### src/hdl/assert_macros.svh
// Assertion helpers; both expect clk and rst in scope.
`ifndef ASSERT_MACROS_SVH
`define ASSERT_MACROS_SVH

`ifndef SYNTHESIS
`define SZP_ASSERT(lbl, prop) \
  lbl: assert property (@(posedge clk) disable iff (rst) (prop)) \
    else $error("szp assertion failed");
`define SZP_ASSERT_NEXT(lbl, pre, post) \
  lbl: assert property (@(posedge clk) disable iff (rst) (pre) |=> (post)) \
    else $error("szp assertion failed");
`else
`define SZP_ASSERT(lbl, prop)
`define SZP_ASSERT_NEXT(lbl, pre, post)
`endif

`endif

### src/hdl/szp_pkg.sv
package szp_pkg;

  localparam int BATCH_PAGES_DEF    = 64;
  localparam int MAX_PAGE_WORDS_DEF = 4096;

  localparam int DATA_W        = 64;
  localparam int PAGE_WORDS_W  = 13;
  localparam int LIMIT_W       = 40;
  localparam int RUN_WORDS_W   = 19;
  localparam int CFG_DATA_W    = 40;
  localparam int CFG_INDEX_W   = 1;

  localparam logic [PAGE_WORDS_W-1:0] PAGE_WORDS_RST = 13'd512;
  localparam logic [LIMIT_W-1:0]      LIMIT_RST      = '1;

  // Output queue; holds two runs of one word plus slack for the stage ahead.
  localparam int RUN_FIFO_DEPTH = 4;
  localparam int FIFO_PTR_W     = $clog2(RUN_FIFO_DEPTH);
  localparam int FILL_W         = $clog2(RUN_FIFO_DEPTH + 1);

  typedef enum logic [CFG_INDEX_W-1:0] {
    CFG_PAGE_WORDS = 1'b0,
    CFG_CORE_LIMIT = 1'b1
  } cfg_reg_t;

  typedef enum logic {
    RUN_SKIP  = 1'b0,
    RUN_WRITE = 1'b1
  } run_kind_t;

  typedef struct packed {
    run_kind_t              kind;
    logic [RUN_WORDS_W-1:0] words;
    logic                   final_run;
    logic [LIMIT_W-1:0]     total;
  } run_t;

  // Runs produced by one word: cnt of them, filled from first.
  typedef struct packed {
    logic [1:0] cnt;
    run_t       first;
    run_t       second;
  } push_t;

endpackage

### src/hdl/szp_in_if.sv
interface szp_in_if;
  logic                        valid;
  logic                        ready;
  logic [szp_pkg::DATA_W-1:0]  data_word;
  logic                        last_word;

  modport source (output valid, output data_word, output last_word, input ready);
  modport sink   (input valid, input data_word, input last_word, output ready);
endinterface

### src/hdl/szp_out_if.sv
interface szp_out_if;
  logic                             valid;
  logic                             ready;
  logic                             run_kind;
  logic [szp_pkg::RUN_WORDS_W-1:0]  run_words;
  logic                             run_final;
  logic [szp_pkg::LIMIT_W-1:0]      total_words;

  modport source (output valid, output run_kind, output run_words, output run_final,
                  output total_words, input ready);
  modport sink   (input valid, input run_kind, input run_words, input run_final,
                  input total_words, output ready);
endinterface

### src/hdl/sparse_zero_page_run_builder.sv
// Sparse zero-page run builder.
// items: 64-bit dump words with a last_word flag, valid/ready, transfer when both high.
// runs:  run descriptors (skip or write, length in words, final flag, words so far),
//        valid/ready, one descriptor per transfer.
// cfg:   cfg_write/cfg_index/cfg_data set page_words (index 0) and core_limit_words
//        (index 1); write only while the block is idle.
// Throughput: one word per cycle while two queue slots are free. A word may yield up
//   to two descriptors; the descriptor queue drains one per cycle while runs.ready is
//   high, so a long stretch of two-descriptor words runs at the output rate.
// Path: a word is held in the input register, then the page/run update writes its
//   descriptors into the four-entry queue, from which they transfer.
// Reset (synchronous, rst high): page 512 words, limit 2^40-1, stream state cleared,
//   queue emptied.
// Output stall: the queue fills; the input register holds its word while fewer
//   than two queue slots are free, and items.ready is low while it holds a word.
`include "assert_macros.svh"

module sparse_zero_page_run_builder #(
  parameter int BATCH_PAGES    = szp_pkg::BATCH_PAGES_DEF,
  parameter int MAX_PAGE_WORDS = szp_pkg::MAX_PAGE_WORDS_DEF
) (
  input  logic                            clk,
  input  logic                            rst,
  szp_in_if.sink                          items,
  szp_out_if.source                       runs,
  input  logic                            cfg_write,
  input  logic [szp_pkg::CFG_INDEX_W-1:0] cfg_index,
  input  logic [szp_pkg::CFG_DATA_W-1:0]  cfg_data
);
  import szp_pkg::*;

  logic              s_valid;
  logic              s_nz;
  logic              s_last;
  logic              advance;
  logic              room2;
  logic [FILL_W-1:0] fill;
  push_t             push;
  run_t              head;

  assign advance     = s_valid && room2;
  assign items.ready = !s_valid || advance;

  always_ff @(posedge clk) begin
    if (rst) begin
      s_valid <= 1'b0;
    end else if (items.ready) begin
      s_valid <= items.valid;
    end
  end

  // Only the zero test of the word is needed downstream.
  always_ff @(posedge clk) begin
    if (items.valid && items.ready) begin
      s_nz   <= (items.data_word != '0);
      s_last <= items.last_word;
    end
  end

  szp_core #(
    .BATCH_PAGES    (BATCH_PAGES),
    .MAX_PAGE_WORDS (MAX_PAGE_WORDS)
  ) u_core (
    .clk       (clk),
    .rst       (rst),
    .advance   (advance),
    .word_nz   (s_nz),
    .last_word (s_last),
    .cfg_write (cfg_write),
    .cfg_index (cfg_index),
    .cfg_data  (cfg_data),
    .push      (push)
  );

  szp_run_fifo u_fifo (
    .clk      (clk),
    .rst      (rst),
    .push     (push),
    .rd_valid (runs.valid),
    .rd_ready (runs.ready),
    .rd_data  (head),
    .room2    (room2),
    .fill     (fill)
  );

  assign runs.run_kind    = head.kind;
  assign runs.run_words   = head.words;
  assign runs.run_final   = head.final_run;
  assign runs.total_words = head.total;

  `SZP_ASSERT(a_fill_bound, fill <= FILL_W'(RUN_FIFO_DEPTH))
  `SZP_ASSERT_NEXT(a_push_shows, push.cnt != 2'd0, runs.valid)
  `SZP_ASSERT_NEXT(a_stage_hold, s_valid && !advance, s_valid && $stable(s_nz) && $stable(s_last))
  `SZP_ASSERT(a_run_len, !runs.valid || runs.run_words != '0)
endmodule

### src/hdl/szp_run_fifo.sv
module szp_run_fifo (
  input  logic                        clk,
  input  logic                        rst,
  input  szp_pkg::push_t              push,
  output logic                        rd_valid,
  input  logic                        rd_ready,
  output szp_pkg::run_t               rd_data,
  output logic                        room2,
  output logic [szp_pkg::FILL_W-1:0]  fill
);
  import szp_pkg::*;

  run_t                  mem [RUN_FIFO_DEPTH];
  logic [FIFO_PTR_W-1:0] wr_ptr;
  logic [FIFO_PTR_W-1:0] rd_ptr;
  logic                  pop;

  assign pop      = rd_valid && rd_ready;
  assign rd_valid = (fill != '0);
  assign rd_data  = mem[rd_ptr];
  assign room2    = (fill <= FILL_W'(RUN_FIFO_DEPTH - 2));

  always_ff @(posedge clk) begin
    if (push.cnt != 2'd0) begin
      mem[wr_ptr] <= push.first;
    end
    if (push.cnt == 2'd2) begin
      mem[wr_ptr + FIFO_PTR_W'(1)] <= push.second;
    end
  end

  always_ff @(posedge clk) begin
    if (rst) begin
      wr_ptr <= '0;
      rd_ptr <= '0;
      fill   <= '0;
    end else begin
      wr_ptr <= wr_ptr + FIFO_PTR_W'(push.cnt);
      rd_ptr <= rd_ptr + FIFO_PTR_W'(pop);
      fill   <= fill + FILL_W'(push.cnt) - FILL_W'(pop);
    end
  end
endmodule

### src/hdl/szp_core.sv
module szp_core #(
  parameter int BATCH_PAGES    = szp_pkg::BATCH_PAGES_DEF,
  parameter int MAX_PAGE_WORDS = szp_pkg::MAX_PAGE_WORDS_DEF
) (
  input  logic                            clk,
  input  logic                            rst,
  input  logic                            advance,
  input  logic                            word_nz,
  input  logic                            last_word,
  input  logic                            cfg_write,
  input  logic [szp_pkg::CFG_INDEX_W-1:0] cfg_index,
  input  logic [szp_pkg::CFG_DATA_W-1:0]  cfg_data,
  output szp_pkg::push_t                  push
);
  import szp_pkg::*;

  localparam int WIP_W = $clog2(MAX_PAGE_WORDS + 1);
  localparam int PIB_W = $clog2(BATCH_PAGES + 1);

  logic [PAGE_WORDS_W-1:0] page_words;
  logic [LIMIT_W-1:0]      core_limit_words;

  logic                   page_has_data, page_has_data_next;
  logic [WIP_W-1:0]       words_in_page, words_in_page_next;
  logic [PIB_W-1:0]       pages_in_batch, pages_in_batch_next;
  run_kind_t              open_run_kind, open_run_kind_next;
  logic [RUN_WORDS_W-1:0] open_run_words, open_run_words_next;
  logic [LIMIT_W-1:0]     accepted_words, accepted_words_next;
  logic                   limit_hit, limit_hit_next;

  logic                    take, closing, page_done, emit1, emit2, batch_end, has1;
  logic [WIP_W-1:0]        wip1;
  logic [PIB_W-1:0]        pib1;
  logic [LIMIT_W-1:0]      acc1;
  logic [PAGE_WORDS_W-1:0] psz;
  logic [RUN_WORDS_W-1:0]  orw_a, orw_b;
  run_kind_t               kind, ork_a;
  run_t                    r1, r2;

  always_ff @(posedge clk) begin
    if (rst) begin
      page_words       <= PAGE_WORDS_RST;
      core_limit_words <= LIMIT_RST;
    end else if (cfg_write) begin
      unique case (cfg_reg_t'(cfg_index))
        CFG_PAGE_WORDS: page_words       <= cfg_data[PAGE_WORDS_W-1:0];
        CFG_CORE_LIMIT: core_limit_words <= cfg_data[LIMIT_W-1:0];
        default: ;
      endcase
    end
  end

  always_comb begin
    // Clamp page size into 1..MAX_PAGE_WORDS.
    if (page_words == '0) begin
      psz = PAGE_WORDS_W'(1);
    end else if (page_words > PAGE_WORDS_W'(MAX_PAGE_WORDS)) begin
      psz = PAGE_WORDS_W'(MAX_PAGE_WORDS);
    end else begin
      psz = page_words;
    end

    take      = (accepted_words < core_limit_words);
    acc1      = accepted_words + LIMIT_W'(take);
    has1      = page_has_data | (take & word_nz);
    wip1      = words_in_page + WIP_W'(take);
    closing   = !take || last_word || (acc1 >= core_limit_words);
    page_done = (PAGE_WORDS_W'(wip1) >= psz) || (closing && wip1 != '0);
    kind      = has1 ? RUN_WRITE : RUN_SKIP;

    // A page of the other kind ends the open run.
    emit1 = page_done && (open_run_words != '0) && (open_run_kind != kind);
    orw_a = emit1 ? '0 : open_run_words;
    ork_a = (page_done && orw_a == '0) ? kind : open_run_kind;
    orw_b = page_done ? orw_a + RUN_WORDS_W'(wip1) : orw_a;
    pib1  = pages_in_batch + PIB_W'(page_done);

    batch_end = (pib1 >= PIB_W'(BATCH_PAGES)) || closing;
    emit2     = batch_end && (orw_b != '0);

    r1 = '{kind: open_run_kind, words: open_run_words, final_run: 1'b0, total: acc1};
    r2 = '{kind: ork_a, words: orw_b, final_run: closing, total: acc1};

    page_has_data_next  = page_has_data;
    words_in_page_next  = words_in_page;
    pages_in_batch_next = pages_in_batch;
    open_run_kind_next  = open_run_kind;
    open_run_words_next = open_run_words;
    accepted_words_next = accepted_words;
    limit_hit_next      = limit_hit;
    push.cnt            = 2'd0;
    push.first          = emit1 ? r1 : r2;
    push.second         = r2;

    if (advance) begin
      if (limit_hit) begin
        // Drop everything until the end of the stream.
        if (last_word) begin
          limit_hit_next      = 1'b0;
          accepted_words_next = '0;
        end
      end else begin
        push.cnt            = 2'(emit1) + 2'(emit2);
        page_has_data_next  = page_done ? 1'b0 : has1;
        words_in_page_next  = page_done ? '0 : wip1;
        pages_in_batch_next = batch_end ? '0 : pib1;
        open_run_kind_next  = batch_end ? RUN_SKIP : ork_a;
        open_run_words_next = batch_end ? '0 : orw_b;
        accepted_words_next = acc1;
        if (closing) begin
          if (last_word) begin
            accepted_words_next = '0;
            limit_hit_next      = 1'b0;
          end else begin
            limit_hit_next      = 1'b1;
          end
        end
      end
    end
  end

  always_ff @(posedge clk) begin
    if (rst) begin
      page_has_data  <= 1'b0;
      words_in_page  <= '0;
      pages_in_batch <= '0;
      open_run_kind  <= RUN_SKIP;
      open_run_words <= '0;
      accepted_words <= '0;
      limit_hit      <= 1'b0;
    end else begin
      page_has_data  <= page_has_data_next;
      words_in_page  <= words_in_page_next;
      pages_in_batch <= pages_in_batch_next;
      open_run_kind  <= open_run_kind_next;
      open_run_words <= open_run_words_next;
      accepted_words <= accepted_words_next;
      limit_hit      <= limit_hit_next;
    end
  end
endmodule

### src/flat_wrapper.sv
// flat-port wrapper written by rule: the top's interface ports become plain ports
module sparse_zero_page_run_builder_flat import szp_pkg::*;
#(
  parameter int BATCH_PAGES    = szp_pkg::BATCH_PAGES_DEF,
  parameter int MAX_PAGE_WORDS = szp_pkg::MAX_PAGE_WORDS_DEF
)
  (clk, rst, cfg_write, cfg_index, cfg_data, items_valid, items_data_word, items_last_word, items_ready, runs_valid, runs_run_kind, runs_run_words, runs_run_final, runs_total_words, runs_ready);
  szp_in_if items_i ();
  szp_out_if runs_i ();
  input  logic clk;
  input  logic rst;
  input  logic cfg_write;
  input  logic [szp_pkg::CFG_INDEX_W-1:0] cfg_index;
  input  logic [szp_pkg::CFG_DATA_W-1:0] cfg_data;
  input wire logic [$bits(items_i.valid)-1:0] items_valid;
  input wire logic [$bits(items_i.data_word)-1:0] items_data_word;
  input wire logic [$bits(items_i.last_word)-1:0] items_last_word;
  output wire logic [$bits(items_i.ready)-1:0] items_ready;
  output wire logic [$bits(runs_i.valid)-1:0] runs_valid;
  output wire logic [$bits(runs_i.run_kind)-1:0] runs_run_kind;
  output wire logic [$bits(runs_i.run_words)-1:0] runs_run_words;
  output wire logic [$bits(runs_i.run_final)-1:0] runs_run_final;
  output wire logic [$bits(runs_i.total_words)-1:0] runs_total_words;
  input wire logic [$bits(runs_i.ready)-1:0] runs_ready;
  assign items_i.valid = items_valid;
  assign items_i.data_word = items_data_word;
  assign items_i.last_word = items_last_word;
  assign items_ready = items_i.ready;
  assign runs_valid = runs_i.valid;
  assign runs_run_kind = runs_i.run_kind;
  assign runs_run_words = runs_i.run_words;
  assign runs_run_final = runs_i.run_final;
  assign runs_total_words = runs_i.total_words;
  assign runs_i.ready = runs_ready;
  sparse_zero_page_run_builder #(.BATCH_PAGES(BATCH_PAGES), .MAX_PAGE_WORDS(MAX_PAGE_WORDS)) u_core (.clk(clk), .rst(rst), .items(items_i), .runs(runs_i), .cfg_write(cfg_write), .cfg_index(cfg_index), .cfg_data(cfg_data));
endmodule
### config.mk
export PLATFORM = sky130hd
export DESIGN_NAME = sparse_zero_page_run_builder_flat
export DESIGN_NICKNAME = d
export VERILOG_FILES = /design/src/hdl/szp_pkg.sv /design/src/hdl/szp_in_if.sv /design/src/hdl/szp_out_if.sv /design/src/hdl/sparse_zero_page_run_builder.sv /design/src/hdl/szp_run_fifo.sv /design/src/hdl/szp_core.sv /design/src/flat_wrapper.sv
export VERILOG_INCLUDE_DIRS = /design/src /design/src/hdl
export SDC_FILE = /design/constraint.sdc
export NUM_CORES = 1
export LEC_CHECK = 0
export BUFFER_PORTS_ARGS = -buffer_cell sky130_fd_sc_hd__buf_2
export CAP_MARGIN = 10
export CORE_ASPECT_RATIO = 0.7
export CORE_MARGIN = 2
export CORE_UTILIZATION = 25
export DETAILED_ROUTE_END_ITERATION = 12
export PLACE_DENSITY = 0.41
export SLEW_MARGIN = 20
export SYNTH_ARGS = -nofsm -noshare
export SYNTH_HDL_FRONTEND = slang
export SYNTH_SLANG_ARGS = --single-unit
### constraint.sdc
create_clock -name clk -period 43.8 [get_ports clk]
set_input_delay 2.19 -clock clk [delete_from_list [all_inputs] [get_ports clk]]
set_output_delay 2.19 -clock clk [all_outputs]
set_load 0.01 [all_outputs]
Word-level counts from Yosys, hierarchy flattened:

Memory sizes are Yosys's and may differ from the RTL's. A register that Yosys moved wholly into a read port is not among the register bits.
Cells that the tools add are included.
W data, S select, Z words.

* register bits after elaboration: 145
* bits in latches: 0
* RAM bits: 244
* memory bits (read-only): 0
* output and inout bits: 63
* memories: 1

* $add $sub $neg: 10
* multipliers: 0
* div/mod/pow operators: 0
* $lt $le $gt $ge: 6
* equal/unequal tests: 3
* shift-type cells: 0
* multiplexer cells: 26
* bitwise gates (word level): 4
* reduce and logical (&&, ||, !) cells: 27

Memories
* u_core.u_fifo.mem: words 4, width 61, read ports 1, clocked after Yosys merged registers in 1, write ports 2, RTL line szp_run_fifo.sv:13 `run_t mem [RUN_FIFO_DEPTH];`

Operators by type and width (number)
* $mux W40: 4
* $reduce_bool A64 Y1: 1
* $mux W61: 1
* $mux W19: 3
* $add A40 B1 Y40: 1
* $ge A40 B40 Y1: 1
* $lt A40 B40 Y1: 1
* $mux W13: 3
* $reduce_bool A19 Y1: 2
* $add A19 B13 Y19: 1
* $logic_not A19 Y1: 1
* $add A13 B1 Y13: 1
* $ge A13 B13 Y1: 1
* $gt A13 B13 Y1 const B: 1
* $logic_not A13 Y1: 1
* $reduce_bool A13 Y1: 1
* $mux W1: 11
* $logic_and A1 B1 Y1: 8
* $reduce_and A2 Y1: 4
* $add A7 B1 Y7: 1
* $ge A7 B7 Y1 const B: 1
* $mux W7: 1
* $mux W2: 3
* $logic_or A1 B1 Y1: 5
* 16 further kinds: 18

Longest topological paths before layout:

Gate-level depths: netlist of the first run.

* depth after elaboration: 19
* mapped depth: 52
* gate-level depth less buffers: 47

Modules after synthesis:

Synthesis of the first run repeated with hierarchy kept, for this count alone.

* cells, all modules: 1926
* area total of the unflattened synthesis: 22541.6 um^2

Modules (own cells, without submodules)
* szp_run_fifo: instances 1, cells each 637, area each 12187.9 um^2, sequential area each 7467.2 um^2
* szp_core: instances 1, cells each 1260, area each 10107.2 um^2, sequential area each 2702.6 um^2
* sparse_zero_page_run_builder: instances 1, cells each 29, area each 246.5 um^2, sequential area each 80.1 um^2

Worst setup path before layout of the first run:

Ideal clock, no wire load.

* path type: register -> register
* from: register u_core.u_core.accepted_words[31]
* to: memory u_core.u_fifo.mem[3][0] (netlist bit), enable pin
* setup time: 568 ps
* arrival time: 14114 ps
* path slack: 29119 ps
* cell stages (with the launch flop): 46
* path buffers: 5
* cell sequence: dfxtp_1 > ha_1 > a21oi_1 > o21ai_0 > a221o_1 > or3_1 > nor3_2 > ha_1 > ha_1 > nand3_1 > or2_2 > nor4_4 > and3_1 > and3_1 > buf_4 > and3_1 > buf_4 > nand3_1 > [10 not listed] > clkbuf_1 > and2_1 > ha_1 > inv_1 > fa_1 > nand3b_1 > a21oi_1 > nor2_1 > xnor2_1 > or4_1 > or4_1 > nor3_1 > o211a_1 > o221ai_1 > ha_1 > clkbuf_1 > mux2i_1 > nor3b_1

RTL lines
* start: declaration: RTL line szp_core.sv:28 `logic [LIMIT_W-1:0] accepted_words, accepted_words_next;`
* start signal: assignment: RTL line szp_core.sv:137 `accepted_words <= accepted_words_next;`
* end: declaration: RTL line szp_run_fifo.sv:13

==> impl_summary.txt, run 1 <==
----------------------------------------------------
[Global routing]
  Global-route wire length before repair ... just over 90000 um
  Overflow left after global routing ... 0
  Largest net degree at the start of global routing ... 57
  Global-route met1 utilization ... 22.4%
  GR Util All Layers ... 14.8%
  Peak-usage layer in the global routing report ... met1
  Via count of the first global-routing pass ... ~15000
  Global routing usage on met2 ... 22.1%
  Initial antenna violation count ... 1
  GR met3 Demand/Resource ... 2.25%

[Place]
  Number of buffer cells added on primary ports ... 173
  Gp weighted congestion ... 0.830
  DP Wirelength ... 42900 um
  Placed Cells incl. Taps ... 2999
  Placed inst area ... 22100 um2

[Floorplan]
  Standard-cell row count ... 86
  Die width ... roughly 340 um
  Y dimension of the die ... around 240 um
  Overall die area ... 82700 um2
  Placeable core region ... 79200 um2
  Starting density of the core ... approximately 25%
  Number of top-level pins ... 174

[Routing]
  Number of iterations in the first detailed-routing pass ... 5
  Number of vias after detailed routing ... 14900
  Vias per cell ... 4.83
  Number of DRC markers in iteration 0 ... around 1100
  Routed wire length ... 61400 um
  Wirelength per Cell ... 19.9 um
  Post-route DRC ... 0
  Final ANT Viol Nets ... 0

[Critical path]
  CP max-delay cell ... sky130_fd_sc_hd__a21oi_4
  Worst setup EP type ... flip-flop
  Setup Crit Path Kind ... reg -> reg
  Critical Path AT ... 13.68 ns
  Most numerous cell on the critical path ... sky130_fd_sc_hd__ha_1
  Worst Path Required ... 44.00 ns
  Largest stage delay, worst path ... 0.79 ns
  Biggest fanout along the worst timing path ... 39
  Worst Setup Start Kind ... flip-flop

[Pwr]
  Clock power share ... 41.1%
  IR Drop Worst-Case VDD ... 0.0000242 V
  Total power of the final layout ... 0.990 mW
  Standby leakage power ... 9.59 nW
  Sw power ... 0.275 mW
  Power density over the cells ... 41.8 nW/um2
  Internal power ... just over 0.7 mW
  Fraction of power spent switching nets ... 27.7%
  Combinational power share ... 17.3%
  Sequential power share ... 41.6%

[STA]
  Max Transition Viols Final ... 0
  Hold Fails Final Rpt ... 0
  Final setup skew ... between 0.03 and 0.04 ns
  Max_slew headroom ... between 30% and 40%
  Part of the cycle the worst path needs ... 30.8%
  Finish-stage setup viols ... 0
  Total Negative Setup Slacks ... 0 ns
  FMAX ... 0.0742 GHz
  Setup repair after global routing missed its margin ... false
  Shortest period the worst path allows ... 13.48 ns
  Slew @ Worst Pin ... 1.00 ns

[Final layout]
  Most frequent cells in the layout ... sky130_fd_sc_hd__edfxtp_1, sky130_fd_sc_hd__nor2_1, sky130_fd_sc_hd__buf_2
  Non-filler instance count after layout ... 3084
  Layout net count ... ~2200
  Finished Core Util ... approximately 30%
  Synthesis-to-layout area growth ... 17.8%
  Cell area after layout ... 23700 um2
  Fraction of layout cells with a size suffix above 1 ... 18.8%
  Most frequent standard cell in the layout excluding fill and tap cells ... sky130_fd_sc_hd__edfxtp_1

[Synthesis]
  Number of storage elements in the synthesis netlist ... 389
  Share of synthesized registers carrying an async set or reset ... 0%
  Number of different library cells in the post-synthesis netlist ... 79
  Synthesis Warnings ... 0
  Primary flip-flop cell chosen by synthesis mapping ... sky130_fd_sc_hd__edfxtp_1
  Cell count after synthesis ... 1849
  Netlist area before placement ... approximately 20000 um2
  Net count after synthesis ... about 2100
  EDFF count, synth ... 246
  Mean Syn Cell Area ... 10.9 um2
  Sequential-to-total area share from yosys stat ... 51.0%

[Clocking]
  Total of hold buffers inserted after clock tree synthesis ... 0
  Clock tree from TritonCTS ... done
  CTS H-tree lvls ... 2
  Buffer type at the clock tree root ... sky130_fd_sc_hd__clkbuf_16
  Number of buffers between clock root and the deepest sink ... 3
  Number of sinks driven by the clock tree ... 389
  Post-cts gate resize count ... 0
  Setup fix buffers added after clock tree synthesis ... 0
  Clock Latency Late Sink ... about 0.6 ns
  Clk slew on worst S/H paths ... 0.06 ns
  Total clock buffers created by CTS ... 45

[Flow run]
  # Max-Cap Violations ... 0

[Run status]
  Outcome ... finished, final reports clean

[Worst hold path]
  Type of the tightest min-delay check ... reg -> reg

----------------------------------------------------
[metrics by stage]
step                      hold slack (ns)  worst slack, ns
after global routing                0.475            29.36
final                               0.455            30.32
after global placement              0.447            30.78
after detailed placement            0.450            30.40
after floorplan                     0.436            29.12
after CTS                           0.461            30.31
[logic make-up after synthesis]
logic type | count (synthesis) | share of synthesized area (%)
AND/OR/NAND/NOR | 687 | 16.5
buffers and inverters | 173 | 3.49
flip-flops | 389 | 51.0
multiplexers | 82 | 8.23
AO/OA/AOI/OAI | 322 | 9.86
XOR/XNOR | 74 | 3.26
adder cells (fa/ha/maj) | 122 | 7.67
[worst paths after layout]
| kind | startpoint | endpoint | slack (ns) | depth (start not counted) |
|---|---|---|---|---|
| setup reg to reg | u_core.u_core.accepted_words[31] | u_core.u_fifo.mem[2][31] | 30.32 | 43 |
| setup / recovery | u_core.u_core.accepted_words[31] | u_core.u_fifo.mem[2][31] | 30.32 | 43 |
| hold / removal | u_core.u_core.words_in_page[0] | u_core.u_core.words_in_page[0] | 0.45 | 2 |
| hold reg to reg | u_core.u_core.words_in_page[0] | u_core.u_core.words_in_page[0] | 0.45 | 2 |
[per-layer routing]
layer | vias up | part of all wire [%]
met2 | 388 | 43
met5 | - | 0
met1 | 7331 | 51
met4 | 0 | 1.5
met3 | 64 | 5.3
li1 | 7112 | -
[cells in the mapped netlist (all sizes together), types with 11 or more instances]
cell    count  share of area, %
dfxtp     143                14
a21o       28               1.0
o21ai      76               1.9
nor2      198               3.7
and2       22              0.68
mux2       15              0.97
edfxtp    246                37
a21oi     131               3.3
mux4       61               6.8
or3        13              0.40
inv        68               1.3
ha        120               7.5
xor2       30               1.3
clkbuf     73               1.4
and3       22              0.71
a22oi      27               1.0
nor3       23              0.60
nor4       31               1.2
nand2b     11              0.34
buf        32              0.85
nand3     133               3.4
nand4      28              0.87
xnor2      44               2.0
nand2     166               3.1
[critical path, delay by kind of cell (launching register included)]
kind                     cells  cell delay, ns
adder cells (fa/ha/maj)      7            2.08
XOR/XNOR                     2            0.58
flip-flops                   1            0.44
AND/OR/NAND/NOR             17            5.02
AO/OA/AOI/OAI               13            3.72
buffers and inverters        4            1.13
[layout make-up]
type,count,area [um2]
Antenna cell,1,2.50
Fill cell,8191,55500
Clock inverter,26,379
Clock buffer,58,1210
Tap cell,1056,1320
Multi-Input combinational cell,1287,9200
Inverter,68,256
Sequential cell,389,10300
Timing Repair Buffer,199,1060
[sequential cells by signal, indices dropped and copies added (netlist names), 2 cells and up]
name                            cells
u_core.u_core.page_words           13
u_core.u_core.words_in_page        13
u_core.u_fifo.rd_ptr                2
u_core.u_fifo.fill                  3
u_core.u_fifo.mem                 244
u_core.u_core.open_run_words       19
u_core.u_core.core_limit_words     40
u_core.u_fifo.wr_ptr                2
u_core.u_core.pages_in_batch        7
u_core.u_core.accepted_words       40
[power groups by stage]
stage | sequential [mW] | combinational, mW | clock [mW]
2_1_floorplan | 0.410 | 0.115 | 0
3_3_place_gp | 0.421 | 0.175 | 0
3_5_place_dp | 0.421 | 0.176 | 0
4_1_cts | 0.413 | 0.177 | 0.418
5_1_grt | 0.415 | 0.188 | 0.432
6_report | 0.412 | 0.171 | 0.407
No activity file was read; power rests on OpenSTA's default activity.
==> inputs of run 2 (changes only) <==
- clock period: 43.8 -> 12.9 ns (I/O delays scaled with it)
==> run 2 against run 1 <==
  * Die area unchanged
  * Combinational power increased to 3.4 times the previous value
  * Setup slack got worse by 29 ns
  * Via count decreased by 0.26%
  * Clock power increased to 3.0 times the previous value
  * Largest cell class unchanged
==> impl_summary.txt, run 2 (same netlist as run 1, synthesis figures left out) <==
----------------------------------------------------
[Final layout]
  Layout net count ... 2226 (+0.13%)
  Registers with the most flip-flops ... u_core.u_fifo.mem: 244 flops, u_core.u_core.accepted_words: 40 flops, u_core.u_core.core_limit_words: 40 flops
  Synthesis-to-layout area growth ... 17.3%
  Max reg flops ... 244 (unchanged)
  Cell area after layout ... 23600 um2 (-0.43%)
  Total of fill cells in the finished design ... 8169 (-0.27%)
  Biggest register ... u_core.u_fifo.mem
  Most frequent standard cell in the layout excluding fill and tap cells ... sky130_fd_sc_hd__edfxtp_1
  Non-filler instance count after layout ... 3086 (+0.065%)
  Fraction of layout cells with a size suffix above 1 ... 19.0% (+0.14 points)
  Finished Core Util ... 29.8% (-0.13 points)
  Most frequent cells in the layout ... sky130_fd_sc_hd__edfxtp_1, sky130_fd_sc_hd__nor2_1, sky130_fd_sc_hd__buf_2

[Routing]
  Number of vias after detailed routing ... 14900 (-0.26%)
  Number of DRC markers in iteration 0 ... 1014 (-5.4%)
  Wirelength per Cell ... 19.7 um (-1.0%)
  Vias per cell ... 4.81 (-0.33%)
  Number of iterations in the first detailed-routing pass ... 5 (unchanged)
  Final ANT Viol Nets ... 0 (unchanged)
  Post-route DRC ... 0 (unchanged)
  Routed wire length ... 60900 um (-0.93%)

[STA]
  Max_slew headroom ... 33.7% (+0.94 points)
  Worst setup slack after layout ... 0.906 ns (-29.41 ns)
  Finish-stage setup viols ... 0 (unchanged)
  Shortest period the worst path allows ... 11.99 ns (-1.49 ns)
  Slew @ Worst Pin ... 0.994 ns (-0.00695 ns)
  Setup repair after global routing missed its margin ... false
  Total Negative Setup Slacks ... 0 ns (unchanged)
  FMAX ... 0.0834 GHz (+12%)
  Final setup skew ... 0.0368 ns (+0.00647 ns)
  Part of the cycle the worst path needs ... 93.0% (+62 points)
  Max Transition Viols Final ... 0 (unchanged)
  Hold Fails Final Rpt ... 0 (unchanged)
  Hold slack ... 0.266 ns (-0.188 ns)

[Floorplan]
  Standard-cell row count ... 86 (unchanged)
  Overall die area ... 82700 um2 (unchanged)
  Y dimension of the die ... 241 um (unchanged)
  Starting density of the core ... 25.4% (unchanged)
  Die width ... 343 um (unchanged)
  Placeable core region ... 79200 um2 (unchanged)
  Number of top-level pins ... 174 (unchanged)

[Critical path]
  Biggest fanout along the worst timing path ... 18 (-54%)
  Worst Path Required ... 13.12 ns (-30.88 ns)
  CP max-delay cell ... sky130_fd_sc_hd__or4_1
  Internal reg-to-reg setup slack ... 0.91 ns (-29.41 ns)
  Worst Setup Start Kind ... flip-flop
  Worst setup EP type ... flip-flop
  Critical Path AT ... 12.22 ns (-1.46 ns)
  Most numerous cell on the critical path ... sky130_fd_sc_hd__ha_1
  Setup Crit Path Kind ... reg -> reg
  Largest stage delay, worst path ... 0.56 ns (-0.23 ns)

[Clocking]
  Total clock buffers created by CTS ... 45 (unchanged)
  Setup fix buffers added after clock tree synthesis ... 0 (unchanged)
  Clock Latency Late Sink ... 0.59 ns (about the same)
  Total of hold buffers inserted after clock tree synthesis ... 0 (unchanged)
  Buffer type at the clock tree root ... sky130_fd_sc_hd__clkbuf_16
  Number of buffers between clock root and the deepest sink ... 3 (unchanged)
  Clk slew on worst S/H paths ... 0.06 ns (about the same)
  CTS H-tree lvls ... 2 (unchanged)
  Number of sinks driven by the clock tree ... 389 (unchanged)
  Clock tree from TritonCTS ... done

[Place]
  DP Wirelength ... 42200 um (-1.7%)
  Gp weighted congestion ... 0.829 (-0.13%)
  Placed Cells incl. Taps ... 3002 (+0.10%)
  Placed inst area ... 22100 um2 (+0.15%)
  Number of buffer cells added on primary ports ... 173 (unchanged)
  Placement-stage worst setup slack ... 0.172 ns (-30.23 ns)

[Global routing]
  Overflow left after global routing ... 0 (unchanged)
  GR Util All Layers ... 14.7% (-0.099 points)
  Via count of the first global-routing pass ... 14600 (-0.62%)
  Largest net degree at the start of global routing ... 80 (+40%)
  Initial antenna violation count ... 4 (+3)
  Global-route wire length before repair ... 92100 um (-0.76%)

[Flow run]
  # Max-Cap Violations ... 0 (unchanged)

[Worst hold path]
  Type of the tightest min-delay check ... in -> reg

[Pwr]
  Standby leakage power ... 9.57 nW (-0.19%)
  Power density over the cells ... 135 nW/um2 (+220%)
  IR Drop Worst-Case VDD ... 0.0000733 V (+200%)
  Total power of the final layout ... 3.19 mW (+220%)

[Run status]
  Outcome ... finished, final reports clean

----------------------------------------------------
-- run 2: routing by layer --
metal | up-vias | GRT usage [%] | wire length, um
li1 | 7120 | - | -
met1 | 7245 | 21.8 | 30300
met2 | 424 | 22.3 | 26100
met3 | 67 | 2.42 | 3480
met4 | 0 | 3.11 | 998
met5 | - | 0 | 0
-- run 2: final cells by class --
| type | count | area (um2) | share of cell area [%] |
|---|---|---|---|
| antenna | 2 | 5.00 | 0.0212 |
| inverter | 68 | 255 | 1.08 |
| sequential | 389 | 10300 | 43.5 |
| clock buffer | 60 | 1240 | 5.27 |
| clock inverter | 22 | 141 | 0.600 |
| multi-input combinational | 1287 | 9250 | 39.2 |
| timing repair buffer | 202 | 1110 | 4.73 |
| tap | 1056 | 1320 | 5.60 |
-- run 2: worst max-delay path: cells and delay by family (launching register included) --
| family | cells | cell delay [ns] |
|---|---|---|
| adder cells (fa/ha/maj) | 7 | 2.07 |
| flip-flops | 1 | 0.44 |
| XOR/XNOR | 2 | 0.44 |
| buffers and inverters | 2 | 0.42 |
| AND/OR/NAND/NOR | 16 | 4.83 |
| AO/OA/AOI/OAI | 15 | 3.38 |
-- run 2: timing repair --
| action | CTS | global route |
|---|---|---|
| gates resized for setup | 0 | 15 |
| setup endpoints to repair | 0 | 328 |
| endpoints found under the hold margin | 0 | 0 |
-- run 2: final timing paths --
| kind | startpoint | end | cells after the start |
|---|---|---|---|
| max | u_core.u_core.accepted_words[31] | u_core.u_fifo.mem[2][3] | 42 |
| min | items_last_word | u_core.s_last | 1 |
| max reg2reg | u_core.u_core.accepted_words[31] | u_core.u_fifo.mem[2][3] | 42 |
| min reg2reg | u_core.u_core.words_in_page[0] | u_core.u_core.words_in_page[0] | 2 |
-- run 2: power by group --
| part | switching [mW] | internal (mW) | leakage, nW |
|---|---|---|---|
| Clock | 0.534 | 0.680 | 0.677 |
| Combinational | 0.336 | 0.250 | 5.47 |
| Sequential | 0.0421 | 1.35 | 3.42 |
| Total | 0.912 | 2.28 | 9.57 |
==> inputs of run 3 (changes only) <==
- ABC_AREA: unset -> 1
==> run 3 against run 2 <==
  * Sequential cell count stayed put
  * Final cell count grew 14%
  * Sequential share of layout area hardly changed
  * Worst hold slack worse by 0.025 ns
  * Count of clock-buffer cells in the layout grew 3
  * Critical path depth grew 15
  * Area after synthesis about the same
  * Die area about the same
  * Power up 8.4%
  * Routed wire length rose by 6.7%
  * Critical endpoint is now u_core.u_fifo.mem[1][28]
  * Largest power group unchanged
==> impl_summary.txt, run 3 <==
----------------------------------------------------
[STA]
  FMAX ... 0.0875 GHz (+4.9%)
  Finish-stage setup viols ... 0 (unchanged)
  Max Transition Viols Final ... 0 (unchanged)
  Total Negative Setup Slacks ... 0 ns (unchanged)
  Max_slew headroom ... 25.0% (-8.8 points)
  Slew @ Worst Pin ... 1.12 ns (+0.130 ns)
  Hold slack ... 0.241 ns (-0.0253 ns)
  Worst setup slack after layout ... 1.47 ns (+0.560 ns)
  Shortest period the worst path allows ... 11.43 ns (-0.560 ns)
  Hold Fails Final Rpt ... 0 (unchanged)
  Setup repair after global routing missed its margin ... false
  Part of the cycle the worst path needs ... 88.6% (-4.3 points)
  Final setup skew ... 0.0377 ns (+0.000901 ns)

[Pwr]
  Total power of the final layout ... 3.46 mW (+8.4%)
  Standby leakage power ... 9.61 nW (+0.43%)
  IR Drop Worst-Case VDD ... 0.0000826 V (+13%)
  Power density over the cells ... 147 nW/um2 (+8.4%)

[Clocking]
  Clock tree from TritonCTS ... done
  Post-cts gate resize count ... 0 (unchanged)
  Total of hold buffers inserted after clock tree synthesis ... 0 (unchanged)
  Clock Latency Late Sink ... 0.60 ns (about the same)
  CTS H-tree lvls ... 2 (unchanged)
  Number of sinks driven by the clock tree ... 389 (unchanged)
  Setup fix buffers added after clock tree synthesis ... 0 (unchanged)
  Buffer type at the clock tree root ... sky130_fd_sc_hd__clkbuf_16
  Number of buffers between clock root and the deepest sink ... 3 (unchanged)
  Clk slew on worst S/H paths ... 0.06 ns (about the same)
  Total clock buffers created by CTS ... 45 (unchanged)

[Critical path]
  Most numerous cell on the critical path ... sky130_fd_sc_hd__nor2_1
  Origin of the worst setup path ... u_core.u_core.accepted_words[37]
  Worst Path Required ... 13.10 ns (-0.02 ns)
  Setup Crit Path Kind ... reg -> reg
  Biggest fanout along the worst timing path ... 39 (+21)
  Critical path destination ... u_core.u_fifo.mem[1][28]
  Critical Path AT ... 11.63 ns (-0.59 ns)
  CP max-delay cell ... sky130_fd_sc_hd__buf_4
  Worst Setup Start Kind ... flip-flop
  R2r startpoint ... u_core.u_core.accepted_words[37]
  Capture instance of the worst register-to-register path ... u_core.u_fifo.mem[1][28]
  Worst setup EP type ... flip-flop
  Internal reg-to-reg setup slack ... 1.47 ns (+0.56 ns)
  Largest stage delay, worst path ... 0.62 ns (+0.06 ns)
  Reg2Reg Depth ... 57 (+36%)

[Synthesis]
  Leading post-synthesis cells by instance count ... sky130_fd_sc_hd__nand2_1, sky130_fd_sc_hd__nor2_1, sky130_fd_sc_hd__edfxtp_1, sky130_fd_sc_hd__inv_1, sky130_fd_sc_hd__o21ai_0
  Cell count after synthesis ... 2289 (+24%)
  Primary flip-flop cell chosen by synthesis mapping ... sky130_fd_sc_hd__edfxtp_1
  Number of storage elements in the synthesis netlist ... 389 (unchanged)
  Netlist area before placement ... 20100 um2 (about the same)
  Cell taking the most area after synthesis ... sky130_fd_sc_hd__edfxtp_1
  Sequential-to-total area share from yosys stat ... 51.0% (about the same)
  Mean Syn Cell Area ... 8.78 um2 (-19%)
  Largest cells by area after synthesis ... sky130_fd_sc_hd__edfxtp_1, sky130_fd_sc_hd__dfxtp_1, sky130_fd_sc_hd__nand2_1
  Share of synthesized registers carrying an async set or reset ... 0% (unchanged)
  Synth top area share ... 36.8% (about the same)
  Net count after synthesis ... 2522 (+21%)
  Synthesis Warnings ... 0 (unchanged)
  Number of different library cells in the post-synthesis netlist ... 49 (-38%)
  Count leader, synth ... sky130_fd_sc_hd__nand2_1
  EDFF count, synth ... 246 (unchanged)

[Floorplan]
  Number of top-level pins ... 174 (unchanged)
  Y dimension of the die ... 241 um (about the same)
  Standard-cell row count ... 86 (unchanged)
  Overall die area ... 82700 um2 (about the same)
  Die width ... 343 um (about the same)
  Placeable core region ... 79200 um2 (unchanged)
  Starting density of the core ... 25.4% (about the same)

[Final layout]
  Most frequent cells in the layout ... sky130_fd_sc_hd__nand2_1, sky130_fd_sc_hd__nor2_1, sky130_fd_sc_hd__edfxtp_1
  Max reg flops ... 244 (unchanged)
  Biggest register ... u_core.u_fifo.mem
  Total of fill cells in the finished design ... 8444 (+3.4%)
  Layout net count ... 2670 (+20%)
  Count of antenna diodes in the layout ... 0 (-2)
  Cell area after layout ... 23600 um2 (about the same)
  Most frequent standard cell in the layout excluding fill and tap cells ... sky130_fd_sc_hd__nand2_1
  Registers with the most flip-flops ... u_core.u_fifo.mem: 244 flops, u_core.u_core.accepted_words: 40 flops, u_core.u_core.core_limit_words: 40 flops
  Fraction of layout cells with a size suffix above 1 ... 12.7% (-6.2 points)
  Synthesis-to-layout area growth ... 17.4% (about the same)

[Global routing]
  GR Util All Layers ... 15.6% (+0.93 points)
  Via count of the first global-routing pass ... 15900 (+8.5%)
  Largest net degree at the start of global routing ... 81 (+1.3%)
  Global-route wire length before repair ... 98400 um (+6.9%)
  Initial antenna violation count ... 1 (-3)
  Overflow left after global routing ... 0 (unchanged)

[Place]
  Placed inst area ... 22100 um2 (about the same)
  Number of buffer cells added on primary ports ... 173 (unchanged)
  Placement-stage worst setup slack ... 1.57 ns (+1.40 ns)
  Gp weighted congestion ... 0.845 (+2.0%)
  DP Wirelength ... 45400 um (+7.6%)

[Run status]
  Outcome ... finished, final reports clean

[Routing]
  Wirelength per Cell ... 18.4 um (-6.7%)
  Post-route DRC ... 0 (unchanged)
  Routed wire length ... 64900 um (+6.7%)
  Number of DRC markers in iteration 0 ... 1624 (+60%)
  Vias per cell ... 4.67 (-3.0%)
  Number of vias after detailed routing ... 16500 (+11%)
  Number of iterations in the first detailed-routing pass ... 8 (+3)
  Final ANT Viol Nets ... 0 (unchanged)

[Worst hold path]
  Type of the tightest min-delay check ... in -> reg

[Flow run]
  # Max-Cap Violations ... 0 (unchanged)

----------------------------------------------------
run 3: cell types whose count changed in the layout (fill, tap and decap cells not counted), sizes merged, moves of 22 or more:
cell / before / now
o211ai: 5 / 39
a22oi: 27 / 1
nand3: 133 / 52
xnor2: 44 / 15
and3: 22 / 0
and2: 22 / 0
o21ai: 76 / 238
a21o: 28 / 5
o22ai: 0 / 75
inv: 68 / 229
nand2: 166 / 477
mux4: 61 / 0
nor2: 198 / 271
run 3: area by class of cell:
cell class | instances | area, um2 | share of cell area [%]
multi-input combinational | 1573 | 8650 | 36.7
sequential | 389 | 10300 | 43.5
clock inverter | 20 | 195 | 0.827
timing repair buffer | 198 | 1050 | 4.47
clock buffer | 63 | 1240 | 5.28
inverter | 230 | 865 | 3.67
tap | 1056 | 1320 | 5.60
run 3: cell families after synthesis:
group                      synth area share, %
buffers and inverters                     6.26
and+or+nand+nor                           18.5
DFF                                       51.0
adders and majority gates                 7.67
AOI/OAI and AO/OA                         13.7
xor gates and xnor gates                  2.81
run 3: worst min path at each step:
stage	slack, ns	cells past startpoint	to	start
3_3_place_gp	0.45	2	u_core.u_core.open_run_words[12]	u_core.u_core.open_run_words[12]
4_1_cts	0.20	1	u_core.s_last	items_last_word
3_5_place_dp	0.46	2	u_core.u_core.page_has_data	u_core.u_core.page_has_data
6_report	0.24	1	u_core.s_last	items_last_word
2_1_floorplan	0.45	2	u_core.u_core.open_run_words[11]	u_core.u_core.open_run_words[11]
5_1_grt	0.22	1	u_core.s_last	items_last_word
run 3: critical path: cells and delay by family (launching register included):
family / cells / cell delay [ns]
AOI/OAI and AO/OA: 7 / 1.70
xor gates and xnor gates: 1 / 0.49
adders and majority gates: 6 / 1.65
buffers and inverters: 4 / 1.01
DFF: 1 / 0.42
and+or+nand+nor: 39 / 5.72
run 3: per-layer routing:
metal | routed length [um] | share of wire, % | GRT usage (%)
met1 | 34500 | 53 | 24.4
met2 | 25700 | 40 | 22.3
met3 | 3910 | 6.0 | 2.46
met4 | 884 | 1.4 | 3.10
met5 | 0 | 0 | 0
run 3: metrics by stage:
| stage | utilization, % | std cells |
|---|---|---|
| after floorplan | - | 2289 |
| after global placement | 28.0 | 3446 |
| after detailed placement | 28.0 | 3446 |
| after CTS | 29.8 | 3529 |
| after global routing | 29.8 | 3529 |
| final | 29.8 | 3529 |
run 3: where the power goes:
part	switching, mW	total [mW]	internal [mW]
clock	0.535	1.27	0.735
sequential	0.0435	1.41	1.37
combinational	0.546	0.780	0.233
